$ cat config.mk
export PLATFORM = sky130hd
export DESIGN_NAME = bresenham_line_wrapped_top
export DESIGN_NICKNAME = d
export VERILOG_FILES = /design/src/design/blw_pkg.sv /design/src/design/bresenham_line_wrapped_top.sv /design/src/design/blw_ctrl.sv /design/src/design/blw_dp.sv
export VERILOG_INCLUDE_DIRS = /design/src /design/src/design
export SDC_FILE = /design/constraint.sdc
export NUM_CORES = 1
export LEC_CHECK = 0
export BUFFER_PORTS_ARGS = -buffer_cell sky130_fd_sc_hd__buf_4
export CORE_MARGIN = 2
export CORE_UTILIZATION = 56
export DETAILED_ROUTE_END_ITERATION = 12
export GPL_ROUTABILITY_DRIVEN = 0
export PLACE_DENSITY = 0.78
export SLEW_MARGIN = 20
export SYNTH_ARGS = -nofsm -noshare
export SYNTH_HDL_FRONTEND = slang
export SYNTH_SLANG_ARGS = --single-unit
$ cat constraint.sdc
create_clock -name i_clk -period 5.9 [get_ports i_clk]
set_input_delay 0.885 -clock i_clk [delete_from_list [all_inputs] [get_ports i_clk]]
set_output_delay 0.885 -clock i_clk [all_outputs]
set_load 0.05 [all_outputs]
$ cat src/design/bresenham_line_wrapped_top_defines.svh
// Assertion helpers for the checks in the line engine's top module.
`ifndef BRESENHAM_LINE_WRAPPED_TOP_DEFINES_SVH
`define BRESENHAM_LINE_WRAPPED_TOP_DEFINES_SVH

// Same-cycle implication, disabled while reset is asserted.
`define BLW_ASSERT_IMPL(label, clk, rst_n, ante, cons) \
    label: assert property (@(posedge clk) disable iff (!rst_n) (ante) |-> (cons)) \
        else $error("same-cycle implication failed");

// Next-cycle implication, disabled while reset is asserted.
`define BLW_ASSERT_NEXT(label, clk, rst_n, ante, cons) \
    label: assert property (@(posedge clk) disable iff (!rst_n) (ante) |=> (cons)) \
        else $error("next-cycle implication failed");

`endif

$ cat src/design/blw_pkg.sv
`timescale 1ns / 1ps

package blw_pkg;

    // Controller states.
    typedef enum logic [1:0] {
        ST_IDLE,
        ST_DIV,
        ST_FIX,
        ST_OUT
    } t_state;

    // Request command codes.
    localparam logic CMD_LOAD = 1'b0;
    localparam logic CMD_STEP = 1'b1;

    // Configuration register indexes.
    localparam logic REG_FRAME_WIDTH  = 1'b0;
    localparam logic REG_FRAME_HEIGHT = 1'b1;

    // Frame size after reset.
    localparam int FRAME_WIDTH_RST  = 640;
    localparam int FRAME_HEIGHT_RST = 480;

    // Commands from the controller to the datapath.
    typedef struct packed {
        logic load;
        logic step;
        logic div_iter;
        logic fix;
        logic out_load;
    } t_dp_cmd;

    // Status from the datapath to the controller.
    typedef struct packed {
        logic busy;
    } t_dp_status;

endpackage

$ cat src/design/bresenham_line_wrapped_top.sv
`timescale 1ns / 1ps
//  channel   | handshake                 | payload
//  ----------+---------------------------+-------------------------------------------
//  request   | i_in_valid / o_in_ready   | i_command, i_start_x/y, i_end_x/y,
//            |                           | i_line_color
//  result    | o_out_valid / i_out_ready | o_pix_x, o_pix_y, o_pix_addr, o_pix_color,
//            |                           | o_last_pixel
//  config    | i_cfg_we (no wait)        | i_cfg_index, i_cfg_wdata
//
//  A load request, and a step request with no active line, finish in the idle state.
//  A step request on an active line runs through the divide, fix and output states:
//  the wrap unit reduces both coordinates one remainder bit per cycle, then the fix
//  state corrects negative values and the output state loads the result register.
//  Reset is synchronous and active low; it restores a 640 x 480 frame and idles.
//  A result waiting on i_out_ready holds the engine in its output state, but the
//  next request is taken as soon as the result register is free.
`include "bresenham_line_wrapped_top_defines.svh"

module bresenham_line_wrapped_top #(
    parameter int COORD_BITS = 12,
    parameter int MAX_DIM    = 1024,
    localparam int DIM_W     = $clog2(MAX_DIM),
    localparam int CFG_W     = DIM_W + 1,
    localparam int ADDR_W    = 2 * DIM_W
) (
    input  logic                         i_clk,
    input  logic                         i_rst_n,
    // Request channel.
    input  logic                         i_in_valid,
    output logic                         o_in_ready,
    input  logic                         i_command,
    input  logic signed [COORD_BITS-1:0] i_start_x,
    input  logic signed [COORD_BITS-1:0] i_start_y,
    input  logic signed [COORD_BITS-1:0] i_end_x,
    input  logic signed [COORD_BITS-1:0] i_end_y,
    input  logic [31:0]                  i_line_color,
    // Result channel.
    output logic                         o_out_valid,
    input  logic                         i_out_ready,
    output logic [DIM_W-1:0]             o_pix_x,
    output logic [DIM_W-1:0]             o_pix_y,
    output logic [ADDR_W-1:0]            o_pix_addr,
    output logic [31:0]                  o_pix_color,
    output logic                         o_last_pixel,
    // Configuration write port.
    input  logic                         i_cfg_we,
    input  logic                         i_cfg_index,
    input  logic [CFG_W-1:0]             i_cfg_wdata
);

    blw_pkg::t_dp_cmd    w_cmd;
    blw_pkg::t_dp_status w_status;

    // The controller sequences each step through the shared wrap unit.
    blw_ctrl #(
        .COORD_BITS (COORD_BITS)
    ) u_ctrl (
        .i_clk       (i_clk),
        .i_rst_n     (i_rst_n),
        .i_in_valid  (i_in_valid),
        .i_command   (i_command),
        .o_in_ready  (o_in_ready),
        .o_out_valid (o_out_valid),
        .i_out_ready (i_out_ready),
        .i_status    (w_status),
        .o_cmd       (w_cmd)
    );

    // The datapath holds the line state, the frame size and the result register.
    blw_dp #(
        .COORD_BITS (COORD_BITS),
        .MAX_DIM    (MAX_DIM)
    ) u_dp (
        .i_clk        (i_clk),
        .i_rst_n      (i_rst_n),
        .i_cfg_we     (i_cfg_we),
        .i_cfg_index  (i_cfg_index),
        .i_cfg_wdata  (i_cfg_wdata),
        .i_start_x    (i_start_x),
        .i_start_y    (i_start_y),
        .i_end_x      (i_end_x),
        .i_end_y      (i_end_y),
        .i_line_color (i_line_color),
        .i_cmd        (w_cmd),
        .o_status     (w_status),
        .o_pix_x      (o_pix_x),
        .o_pix_y      (o_pix_y),
        .o_pix_addr   (o_pix_addr),
        .o_pix_color  (o_pix_color),
        .o_last_pixel (o_last_pixel)
    );

    // A load always leaves an active line behind it.
    `BLW_ASSERT_NEXT(a_load_sets_busy, i_clk, i_rst_n, w_cmd.load, w_status.busy)

    // A step on an active line occupies the engine in the following cycle.
    `BLW_ASSERT_NEXT(a_step_blocks_requests, i_clk, i_rst_n, w_cmd.step, !o_in_ready)

    // A new result never overwrites one that has not been taken.
    `BLW_ASSERT_IMPL(a_no_result_overwrite, i_clk, i_rst_n, w_cmd.out_load,
                     (!o_out_valid || i_out_ready))

endmodule

$ cat src/design/blw_ctrl.sv
`timescale 1ns / 1ps

module blw_ctrl #(
    parameter int COORD_BITS = 12
) (
    input  logic                 i_clk,
    input  logic                 i_rst_n,
    input  logic                 i_in_valid,
    input  logic                 i_command,
    output logic                 o_in_ready,
    output logic                 o_out_valid,
    input  logic                 i_out_ready,
    input  blw_pkg::t_dp_status  i_status,
    output blw_pkg::t_dp_cmd     o_cmd
);

    localparam int CNT_W = $clog2(COORD_BITS);
    localparam logic [CNT_W-1:0] CNT_LAST = CNT_W'(COORD_BITS - 1);

    blw_pkg::t_state r_state, n_state;
    logic [CNT_W-1:0] r_cnt, n_cnt;
    logic r_out_valid, n_out_valid;

    always_ff @(posedge i_clk) begin
        if (!i_rst_n) begin
            r_state     <= blw_pkg::ST_IDLE;
            r_cnt       <= '0;
            r_out_valid <= 1'b0;
        end else begin
            r_state     <= n_state;
            r_cnt       <= n_cnt;
            r_out_valid <= n_out_valid;
        end
    end

    always_comb begin
        n_state    = r_state;
        n_cnt      = r_cnt;
        o_cmd      = '0;
        o_in_ready = 1'b0;
        case (r_state)
            blw_pkg::ST_IDLE: begin
                o_in_ready = 1'b1;
                if (i_in_valid) begin
                    if (i_command == blw_pkg::CMD_LOAD) begin
                        o_cmd.load = 1'b1;
                    end else if (i_status.busy) begin
                        o_cmd.step = 1'b1;
                        n_cnt      = '0;
                        n_state    = blw_pkg::ST_DIV;
                    end
                end
            end
            blw_pkg::ST_DIV: begin
                o_cmd.div_iter = 1'b1;
                if (r_cnt == CNT_LAST) begin
                    n_state = blw_pkg::ST_FIX;
                end else begin
                    n_cnt = r_cnt + CNT_W'(1);
                end
            end
            blw_pkg::ST_FIX: begin
                o_cmd.fix = 1'b1;
                n_state   = blw_pkg::ST_OUT;
            end
            blw_pkg::ST_OUT: begin
                if (!r_out_valid || i_out_ready) begin
                    o_cmd.out_load = 1'b1;
                    n_state        = blw_pkg::ST_IDLE;
                end
            end
            default: begin
                n_state = blw_pkg::ST_IDLE;
            end
        endcase
    end

    always_comb begin
        if (o_cmd.out_load) begin
            n_out_valid = 1'b1;
        end else if (i_out_ready) begin
            n_out_valid = 1'b0;
        end else begin
            n_out_valid = r_out_valid;
        end
    end

    assign o_out_valid = r_out_valid;

endmodule

$ cat src/design/blw_dp.sv
`timescale 1ns / 1ps

module blw_dp #(
    parameter int COORD_BITS = 12,
    parameter int MAX_DIM    = 1024,
    localparam int DIM_W     = $clog2(MAX_DIM),
    localparam int CFG_W     = DIM_W + 1,
    localparam int ADDR_W    = 2 * DIM_W
) (
    input  logic                         i_clk,
    input  logic                         i_rst_n,
    input  logic                         i_cfg_we,
    input  logic                         i_cfg_index,
    input  logic [CFG_W-1:0]             i_cfg_wdata,
    input  logic signed [COORD_BITS-1:0] i_start_x,
    input  logic signed [COORD_BITS-1:0] i_start_y,
    input  logic signed [COORD_BITS-1:0] i_end_x,
    input  logic signed [COORD_BITS-1:0] i_end_y,
    input  logic [31:0]                  i_line_color,
    input  blw_pkg::t_dp_cmd             i_cmd,
    output blw_pkg::t_dp_status          o_status,
    output logic [DIM_W-1:0]             o_pix_x,
    output logic [DIM_W-1:0]             o_pix_y,
    output logic [ADDR_W-1:0]            o_pix_addr,
    output logic [31:0]                  o_pix_color,
    output logic                         o_last_pixel
);

    localparam int C = COORD_BITS;
    localparam int W_RST = (blw_pkg::FRAME_WIDTH_RST > MAX_DIM) ?
                           MAX_DIM : blw_pkg::FRAME_WIDTH_RST;
    localparam int H_RST = (blw_pkg::FRAME_HEIGHT_RST > MAX_DIM) ?
                           MAX_DIM : blw_pkg::FRAME_HEIGHT_RST;

    // Frame size registers.
    logic [CFG_W-1:0] r_frame_w, r_frame_h;
    logic [CFG_W-1:0] w_eff_w, w_eff_h;

    always_ff @(posedge i_clk) begin
        if (!i_rst_n) begin
            r_frame_w <= CFG_W'(W_RST);
            r_frame_h <= CFG_W'(H_RST);
        end else if (i_cfg_we) begin
            case (i_cfg_index)
                blw_pkg::REG_FRAME_WIDTH:  r_frame_w <= i_cfg_wdata;
                blw_pkg::REG_FRAME_HEIGHT: r_frame_h <= i_cfg_wdata;
                default: ;
            endcase
        end
    end

    // A zero size acts as one, an oversized one as the maximum.
    assign w_eff_w = (r_frame_w == '0) ? CFG_W'(1) :
                     (r_frame_w > CFG_W'(MAX_DIM)) ? CFG_W'(MAX_DIM) : r_frame_w;
    assign w_eff_h = (r_frame_h == '0) ? CFG_W'(1) :
                     (r_frame_h > CFG_W'(MAX_DIM)) ? CFG_W'(MAX_DIM) : r_frame_h;

    // Line state.
    logic                r_busy;
    logic signed [C-1:0] r_cur_x, r_cur_y, r_tgt_x, r_tgt_y;
    logic [C:0]          r_dx;
    logic signed [C+1:0] r_ndy;
    logic                r_sxn, r_syn;
    logic signed [C+2:0] r_err;
    logic [31:0]         r_color;

    // Setup arithmetic for a load.
    logic signed [C:0]   w_diff_x, w_diff_y;
    logic [C:0]          w_abs_dx, w_abs_dy;
    logic signed [C+1:0] w_ndy;
    logic signed [C+2:0] w_err0;

    assign w_diff_x = (C+1)'(i_end_x) - (C+1)'(i_start_x);
    assign w_diff_y = (C+1)'(i_end_y) - (C+1)'(i_start_y);
    assign w_abs_dx = w_diff_x[C] ? (C+1)'(-w_diff_x) : (C+1)'(w_diff_x);
    assign w_abs_dy = w_diff_y[C] ? (C+1)'(-w_diff_y) : (C+1)'(w_diff_y);
    assign w_ndy    = -$signed({1'b0, w_abs_dy});
    assign w_err0   = $signed((C+3)'({1'b0, w_abs_dx})) + (C+3)'(w_ndy);

    // One Bresenham step.
    logic signed [C+3:0] w_e2;
    logic                w_ge, w_le, w_last;
    logic signed [C+2:0] w_add_x, w_add_y, w_err_n;

    assign w_e2    = $signed({r_err, 1'b0});
    assign w_ge    = w_e2 >= (C+4)'(r_ndy);
    assign w_le    = w_e2 <= $signed((C+4)'({1'b0, r_dx}));
    assign w_add_x = w_ge ? (C+3)'(r_ndy) : '0;
    assign w_add_y = w_le ? $signed((C+3)'({1'b0, r_dx})) : '0;
    assign w_err_n = r_err + w_add_x + w_add_y;
    assign w_last  = (r_cur_x == r_tgt_x) && (r_cur_y == r_tgt_y);

    always_ff @(posedge i_clk) begin
        if (!i_rst_n) begin
            r_busy <= 1'b0;
        end else if (i_cmd.load) begin
            r_busy <= 1'b1;
        end else if (i_cmd.step && w_last) begin
            r_busy <= 1'b0;
        end
    end

    always_ff @(posedge i_clk) begin
        if (i_cmd.load) begin
            r_cur_x <= i_start_x;
            r_cur_y <= i_start_y;
            r_tgt_x <= i_end_x;
            r_tgt_y <= i_end_y;
            r_dx    <= w_abs_dx;
            r_ndy   <= w_ndy;
            r_sxn   <= !(i_start_x < i_end_x);
            r_syn   <= !(i_start_y < i_end_y);
            r_err   <= w_err0;
            r_color <= i_line_color;
        end else if (i_cmd.step && !w_last) begin
            r_err <= w_err_n;
            if (w_ge) begin
                r_cur_x <= r_sxn ? r_cur_x - C'(1) : r_cur_x + C'(1);
            end
            if (w_le) begin
                r_cur_y <= r_syn ? r_cur_y - C'(1) : r_cur_y + C'(1);
            end
        end
    end

    // Wrap unit: restoring remainder of the magnitude, one bit per cycle for
    // both axes, then a correction for negative coordinates.
    logic [CFG_W-1:0] r_w, r_h;
    logic [C-1:0]     r_mag_x, r_mag_y;
    logic             r_neg_x, r_neg_y;
    logic [CFG_W-1:0] r_rem_x, r_rem_y;
    logic             r_last;
    logic [CFG_W:0]   w_sh_x, w_sh_y;
    logic [CFG_W-1:0] w_rem_x, w_rem_y;

    assign w_sh_x  = {r_rem_x, r_mag_x[C-1]};
    assign w_sh_y  = {r_rem_y, r_mag_y[C-1]};
    assign w_rem_x = (w_sh_x >= {1'b0, r_w}) ? CFG_W'(w_sh_x - {1'b0, r_w}) : CFG_W'(w_sh_x);
    assign w_rem_y = (w_sh_y >= {1'b0, r_h}) ? CFG_W'(w_sh_y - {1'b0, r_h}) : CFG_W'(w_sh_y);

    always_ff @(posedge i_clk) begin
        if (i_cmd.step) begin
            r_w     <= w_eff_w;
            r_h     <= w_eff_h;
            r_neg_x <= r_cur_x[C-1];
            r_neg_y <= r_cur_y[C-1];
            r_mag_x <= r_cur_x[C-1] ? C'(-r_cur_x) : C'(r_cur_x);
            r_mag_y <= r_cur_y[C-1] ? C'(-r_cur_y) : C'(r_cur_y);
            r_rem_x <= '0;
            r_rem_y <= '0;
            r_last  <= w_last;
        end else if (i_cmd.div_iter) begin
            r_rem_x <= w_rem_x;
            r_rem_y <= w_rem_y;
            r_mag_x <= r_mag_x << 1;
            r_mag_y <= r_mag_y << 1;
        end else if (i_cmd.fix) begin
            if (r_neg_x && (r_rem_x != '0)) begin
                r_rem_x <= r_w - r_rem_x;
            end
            if (r_neg_y && (r_rem_y != '0)) begin
                r_rem_y <= r_h - r_rem_y;
            end
        end
    end

    // Output register with the address multiply in front of it.
    logic [DIM_W+CFG_W-1:0] w_prod;

    assign w_prod = r_rem_y[DIM_W-1:0] * r_w + (DIM_W+CFG_W)'(r_rem_x[DIM_W-1:0]);

    always_ff @(posedge i_clk) begin
        if (i_cmd.out_load) begin
            o_pix_x      <= r_rem_x[DIM_W-1:0];
            o_pix_y      <= r_rem_y[DIM_W-1:0];
            o_pix_addr   <= ADDR_W'(w_prod);
            o_pix_color  <= r_color;
            o_last_pixel <= r_last;
        end
    end

    assign o_status.busy = r_busy;

endmodule
Word level (Yosys, flattened, before mapping)
Index checks and enable logic that the tools add are counted.
{ "word_totals": {"ff_bits": 298, "output_inout_bits": 75, "wordCells": 164} }
{ "classes": {"add_sub_neg": 20, "mul": 1, "magnitude_cmp": 8, "n_eq_ne": 12, "n_mux": 55, "n_bitwise": 1, "n_reduce_logical": 35} }
{ "op_table": {"columns": ["cell", "n"], "rows": [
  ["12-bit two-way mux", 14],
  ["11-bit two-way mux", 10],
  ["15-bit two-way mux", 3],
  ["11-bit subtractor", 4],
  ["13-bit two-way mux", 3],
  ["15-bit adder", 2],
  ["13-bit negator", 2],
  ["12-bit by 12-bit subtractor with 13-bit output", 2],
  ["12-bit by 2-bit adder with 12-bit output (second input constant)", 2],
  ["12-bit equality test", 2],
  ["12-bit by 11-bit greater-or-equal comparator with 1-bit output", 2],
  ["12-bit less-than comparator", 2],
  ["12-bit negator", 2],
  ["12-bit by 2-bit subtractor with 12-bit output (second input constant)", 2],
  ["11-bit greater-than comparator (second input constant)", 2],
  ["11-bit logical NOT", 2],
  ["11-bit nonzero test", 2],
  ["20-bit by 10-bit adder with 20-bit output", 1],
  ["10-bit by 11-bit multiplier with 20-bit output", 1],
  ["2-bit nonzero test", 10],
  ["16-bit by 14-bit greater-or-equal comparator with 1-bit output", 1],
  ["16-bit by 14-bit <= comparator with 1-bit output", 1],
  ["4-bit two-way mux", 4],
  ["14-bit by 14-bit adder with 15-bit output", 1],
  ["19 further kinds", 55]
]} }

Logic depth before layout (Yosys ltp)
{ "logic_depth": {"depth_word": 7, "ltp_mapped": 25, "depth_no_buf": 25} }

Cells and area by module
A second synthesis with hierarchy kept.
{ "unflattened": {"cells_unflattened": 2248, "area_unflattened_um2": 22211.3} }
{ "by_module_without_submodules": {"columns": ["mod", "n_inst", "cells_per_inst", "area_per_inst_um2", "seq_area_each_um2"], "rows": [
  ["blw_dp", 1, 2192, 21728.3, 8287.9],
  ["blw_ctrl", 1, 56, 483.0, 140.1]
]} }

Worst setup path after synthesis
Ideal clock, no wire load.
{ "synth_timing": {"kind": "input port to flip-flop", "startpoint": "input i_end_y[0]", "endpoint": "register u_dp.r_err[12] (data pin)", "setup_ns": 0.169, "arrival_time_ns": 5.530, "t_required_ns": 5.731, "setup_slack_ns": 0.200, "stages": 23, "path_buffers": 2, "cell_sequence": "inv_1 > ha_1 > fa_1 > nand2b_1 > a21oi_1 > o2111ai_1 > a211oi_1 > nor2_1 > clkbuf_1 > clkbuf_1 > nand2_1 > o21ai_0 > xnor2_1 > fa_1 > a21o_1 > a21oi_1 > o21bai_1 > a2111oi_0 > o41ai_1 > a211oi_1 > nor2_1 > and2_1 > o31ai_1"} }
{ "synth_between": {"elab_chain_len": 6} }
{ "synth_rtl": {"columns": ["element", "line_no", "rtl"], "rows": [
  ["from (decl)", "bresenham_line_wrapped_top.sv:35", "input logic signed [COORD_BITS-1:0] i_end_y,"],
  ["12-bit by 12-bit subtractor with 13-bit output *", "blw_dp.sv:74", "assign w_diff_y = (C+1)'(i_end_y) - (C+1)'(i_start_y);"],
  ["13-bit negator", "blw_dp.sv:76", "assign w_abs_dy = w_diff_y[C] ? (C+1)'(-w_diff_y) : (C+1)'(w_diff_y);"],
  ["13-bit two-way mux *", "blw_dp.sv:76", null],
  ["13-bit negator with 14-bit output *", "blw_dp.sv:77", "assign w_ndy = -$signed({1'b0, w_abs_dy});"],
  ["net u_dp.w_ndy[1]", "blw_dp.sv:70", "logic signed [C+1:0] w_ndy;"],
  ["14-bit by 14-bit adder with 15-bit output *", "blw_dp.sv:78", "assign w_err0 = $signed((C+3)'({1'b0, w_abs_dx})) + (C+3)'(w_ndy);"],
  ["15-bit two-way mux *", "blw_dp.sv:104", "if (i_cmd.load) begin"],
  ["to (signal assigned)", "blw_dp.sv:113", "r_err <= w_err0;"],
  ["to (signal assigned)", "blw_dp.sv:116", "r_err <= w_err_n;"],
  ["to (decl)", "blw_dp.sv:64", "logic signed [C+2:0] r_err;"]
]} }
The timed path passes the listed nets; every way through them passes the cells marked *.
A chain may end at the register's enable or synchronous reset.

Worst setup path in the final report
{ "layout_timing": {"startpoint": "register u_dp.r_w[4]", "endpoint": "register u_dp.o_pix_addr[16] (data pin)"} }
{ "layout_between": {"elab_chain_len": 2} }
{ "layout_rtl": {"columns": ["element", "line_no", "rtl"], "rows": [
  ["from (decl)", "blw_dp.sv:128", "logic [CFG_W-1:0] r_w, r_h;"],
  ["from (signal assigned)", "blw_dp.sv:143", "r_w <= w_eff_w;"],
  ["10-bit by 11-bit multiplier with 20-bit output", "blw_dp.sv:170", "assign w_prod = r_rem_y[DIM_W-1:0] * r_w + (DIM_W+CFG_W)'(r_rem_x[DIM_W-1:0]);"],
  ["20-bit by 10-bit adder with 20-bit output", "blw_dp.sv:170", null],
  ["net u_dp.w_prod[16]", "blw_dp.sv:168", "logic [DIM_W+CFG_W-1:0] w_prod;"],
  ["to (signal assigned)", "blw_dp.sv:176", "o_pix_addr <= ADDR_W'(w_prod);"],
  ["to (decl)", "blw_dp.sv:24", "output logic [ADDR_W-1:0] o_pix_addr,"]
]} }
The timed path passes the listed nets, and every way through them passes these cells.

==> results.tsv <==
stage	metric	value	unit
layout	Layout Cells excl Fill	3010	
clocking	post-cts resize count	0	
logic_synthesis	largest family of logic cells by synthesized area	adder cells	
drt	wire per inst	18.1	microns
drt	final WL	54.5	mm
clocking	Worst-path clk slew	0.06	ns
logic_synthesis	main flop type after synthesis	edfxtp_1	
logic_synthesis	Mapped Area	0.0221	sq mm
timing	final setup TNS	0	ns
place	Placed Cells	2946	
layout	layout cells sized above 1	12.1	%
layout	fin util	65.5	%
logic_synthesis	Post-Syn Instances	2269	
logic_synthesis	most frequent cells after synthesis	inv_1 (274), nand2_1 (250), edfxtp_1 (246), ha_1 (208), nor2_1 (172)	
logic_synthesis	most frequent cell after synthesis	inv_1	
logic_synthesis	Post-Synth XOR/XNOR Area	6.45	%
power	pwr/cell area	648	mW/mm^2
worst_setup_path	Critical Path Source	u_dp.r_w[4]	
timing	Final Hold Vio Count	0	
drt	drt drc	0	
worst_setup_path	worst reg-to-reg setup slack	0.33	ns
timing	final worst path period share	94.5	%
logic_synthesis	asr flop ratio synth	0	%
logic_synthesis	Avg Inst Size Synth	9.76	sq um
drt	Vias	17450	
timing	max-slew violation count	0	
global_route	GRT Total Usage	26.6	%
worst_setup_path	Required @ worst endpoint	6.19	ns
logic_synthesis	YS warnings	0	
power	combinational share of power	64.2	%
place	Post-DP HPWL	42.4	mm
worst_setup_path	r2r startpoint	u_dp.r_w[4]	
global_route	largest net degree at the start of global routing	72	
power	Power Internal	9.17	mW
logic_synthesis	Synth cell types	76	
layout	area grow syn2layout	14.9	%
clocking	CTS tree	done	
layout	Nets	2873	
power	Switch Pwr	7.31	mW
status	status	finished clean	
die	total core area	0.0388	sq mm
timing	Slew Limit Headroom	25.4	%
clocking	Root Driver	clkbuf_16	
drt	antenna-violating nets left	0	
die	Die Area	0.0411	sq mm
die	io pins	173	
logic_synthesis	post-synthesis mux area share	1.18	%
timing	clk_skew	0.0155	ns
logic_synthesis	top cells by area, synth	edfxtp_1 (33%), ha_1 (12%), fa_1 (9.2%), dfxtp_1 (4.7%), inv_1 (4.6%)	
logic_synthesis	Post-Synth Simple-Gate Area	14.8	%
clocking	worst skew pair latency	0.55	ns
clocking	Sink Count	298	
drt	1st-pass router iterations	5	
timing	min Tclk post-route	5.57	ns
die	# rows	72	
worst_setup_path	FF-to-FF path depth	15	
logic_synthesis	Adder-Cell Fraction of Synth Area	21.0	%
worst_setup_path	CP Capture Type	register	
worst_setup_path	Setup CP Type	register to register	
logic_synthesis	Yosys top cell area share	33.4	%
layout	Antenna diodes	0	
clocking	CTS max path bufs	3	
clocking	number of buffers added for setup after CTS	0	
logic_synthesis	Synth Register Bits	298	
power	Sequential Power Share	22.1	%
logic_synthesis	sequential share of the synthesized area	38.1	%
place	PortBufs	172	
drt	Initial DRC Count	1250	
power	Leak	11.3	nW
worst_setup_path	critical path arrival	5.86	ns
timing	final setup vio count	0	
worst_setup_path	Crit Path Max Fanout	9	
worst_hold_path	Hold/Removal Path Class	register to register	
worst_setup_path	worst setup path end	u_dp.o_pix_addr[16]	
logic_synthesis	post-synthesis compound-gate area fraction	12.8	%
logic_synthesis	dominant cell type by area after synthesis	edfxtp_1	
die	Die Width	203	microns
worst_setup_path	worst flop-to-flop path endpoint	u_dp.o_pix_addr[16]	
logic_synthesis	syn_nets	2677	
timing	RSZ-0062 raised after global routing	false	
clocking	CTS buffer count	35	
timing	measured slew at the worst slew-check pin	1.11	ns
global_route	antenna violations before repair	0	
logic_synthesis	EDFF count, synth	246	
power	Sw Share	44.4	%
power	Clk pwr share	13.7	%
global_route	Remaining Overflow, GRT	0	
die	initial core utilization	57.0	%
die	Die H	203	microns
global_route	first-pass GRT wire length	87.8	mm
timing	FMAX	179	MHz
job	total of max-cap violations	0	
worst_setup_path	CP startpoint kind	register	
global_route	number of global-route vias before repair	17365	
power	maximum VDD drop	0.000630	V
clocking	H-tree depth	2	
drt	detailed-route vias per instance	5.80	
clocking	# hold bufs at CTS	0	
==> cells by family after synthesis <==
kind of cell,Yosys count
AO/OA/AOI/OAI,434
XOR/XNOR,163
adder cells (fa/ha/maj),310
buffers and inverters,338
flip-flops,298
multiplexers,26
AND/OR/NAND/NOR,700
==> per-layer routing <==
metal	up-vias	part of all wire [%]	track usage, %
met5	-	0	0
met1	8388	41	34.4
met2	642	48	45.4
met4	0	2.7	8.29
li1	8307	-	-
met3	113	8.0	4.90
==> critical path, stage by stage, from the launching register on <==
cell,delay [ns]
edfxtp_1,0.64
inv_1,0.24
nor2_1,0.21
fa_1,0.43
fa_1,0.47
fa_1,0.53
fa_1,0.52
fa_1,0.50
ha_1,0.36
and2_1,0.15
o21ai_0,0.26
inv_1,0.09
o31ai_1,0.50
o21bai_1,0.12
a21oi_1,0.21
xnor2_1,0.09
==> area by class of cell <==
| cell class | count | area [sq um] |
|---|---|---|
| clock inverter | 24 | 283 |
| sequential | 298 | 8430 |
| fill | 3015 | 13400 |
| timing repair buffer | 217 | 1640 |
| multi-input combinational | 1633 | 12500 |
| inverter | 280 | 1050 |
| tap | 518 | 648 |
| clock buffer | 40 | 915 |
==> state kept, by name, indices dropped and copies added (netlist names), 12 cells and up <==
| name | flops |
|---|---|
| u_dp.r_err | 15 |
| u_dp.r_cur_y | 12 |
| u_dp.r_dx | 13 |
| u_dp.r_ndy | 14 |
| u_dp.r_cur_x | 12 |
| u_dp.o_pix_addr | 20 |
| u_dp.o_pix_color | 32 |
| u_dp.r_mag_x | 12 |
| u_dp.r_color | 32 |
| u_dp.r_tgt_y | 12 |
| u_dp.r_mag_y | 12 |
| u_dp.r_tgt_x | 12 |
==> cells in the final DEF, fill, tap and decap left out, types with 50 or more instances in the layout <==
master,count
a21oi_1,99
buf_4,216
dfxtp_1,50
edfxtp_1,246
fa_1,102
ha_1,208
inv_1,273
nand2_1,249
nor2_1,172
nor3_1,50
o21ai_0,108
xnor2_1,102
xor2_1,61
==> metrics by stage <==
| stage | cell area (sq um) | setup WS, ns | power (mW) | hold WS, ns |
|---|---|---|---|---|
| CTS | 25400 | 0.231 | 16.4 | 0.418 |
| floorplan | 22100 | 0.200 | 11.6 | 0.400 |
| global route | 25400 | 0.0113 | 18.0 | 0.421 |
| finish | 25400 | 0.325 | 16.5 | 0.417 |
| global placement | 24200 | 0.118 | 13.6 | 0.401 |
| detailed placement | 24200 | -0.00244 | 14.0 | 0.405 |
==> worst min-delay path by stage <==
stage	from	end	slack, ns	cells past startpoint
after floorplan	u_dp.r_last	u_dp.o_last_pixel	0.40	0
after global placement	u_dp.r_color[22]	u_dp.o_pix_color[22]	0.40	0
after detailed placement	u_dp.r_color[24]	u_dp.o_pix_color[24]	0.40	0
after CTS	u_dp.r_color[24]	u_dp.o_pix_color[24]	0.42	0
after global routing	u_dp.r_color[25]	u_dp.o_pix_color[25]	0.42	0
final	u_dp.r_color[25]	u_dp.o_pix_color[25]	0.42	0
==> power groups by stage <==
stage               logic, mW  clock network [mW]  registers, mW
global placement         9.96                   0           3.65
detailed placement       10.4                   0           3.67
floorplan                8.09                   0           3.51
CTS                      10.5                2.29           3.63
global route             12.0                2.37           3.68
finish                   10.6                2.25           3.64
No activity file was read; power rests on OpenSTA's default activity.
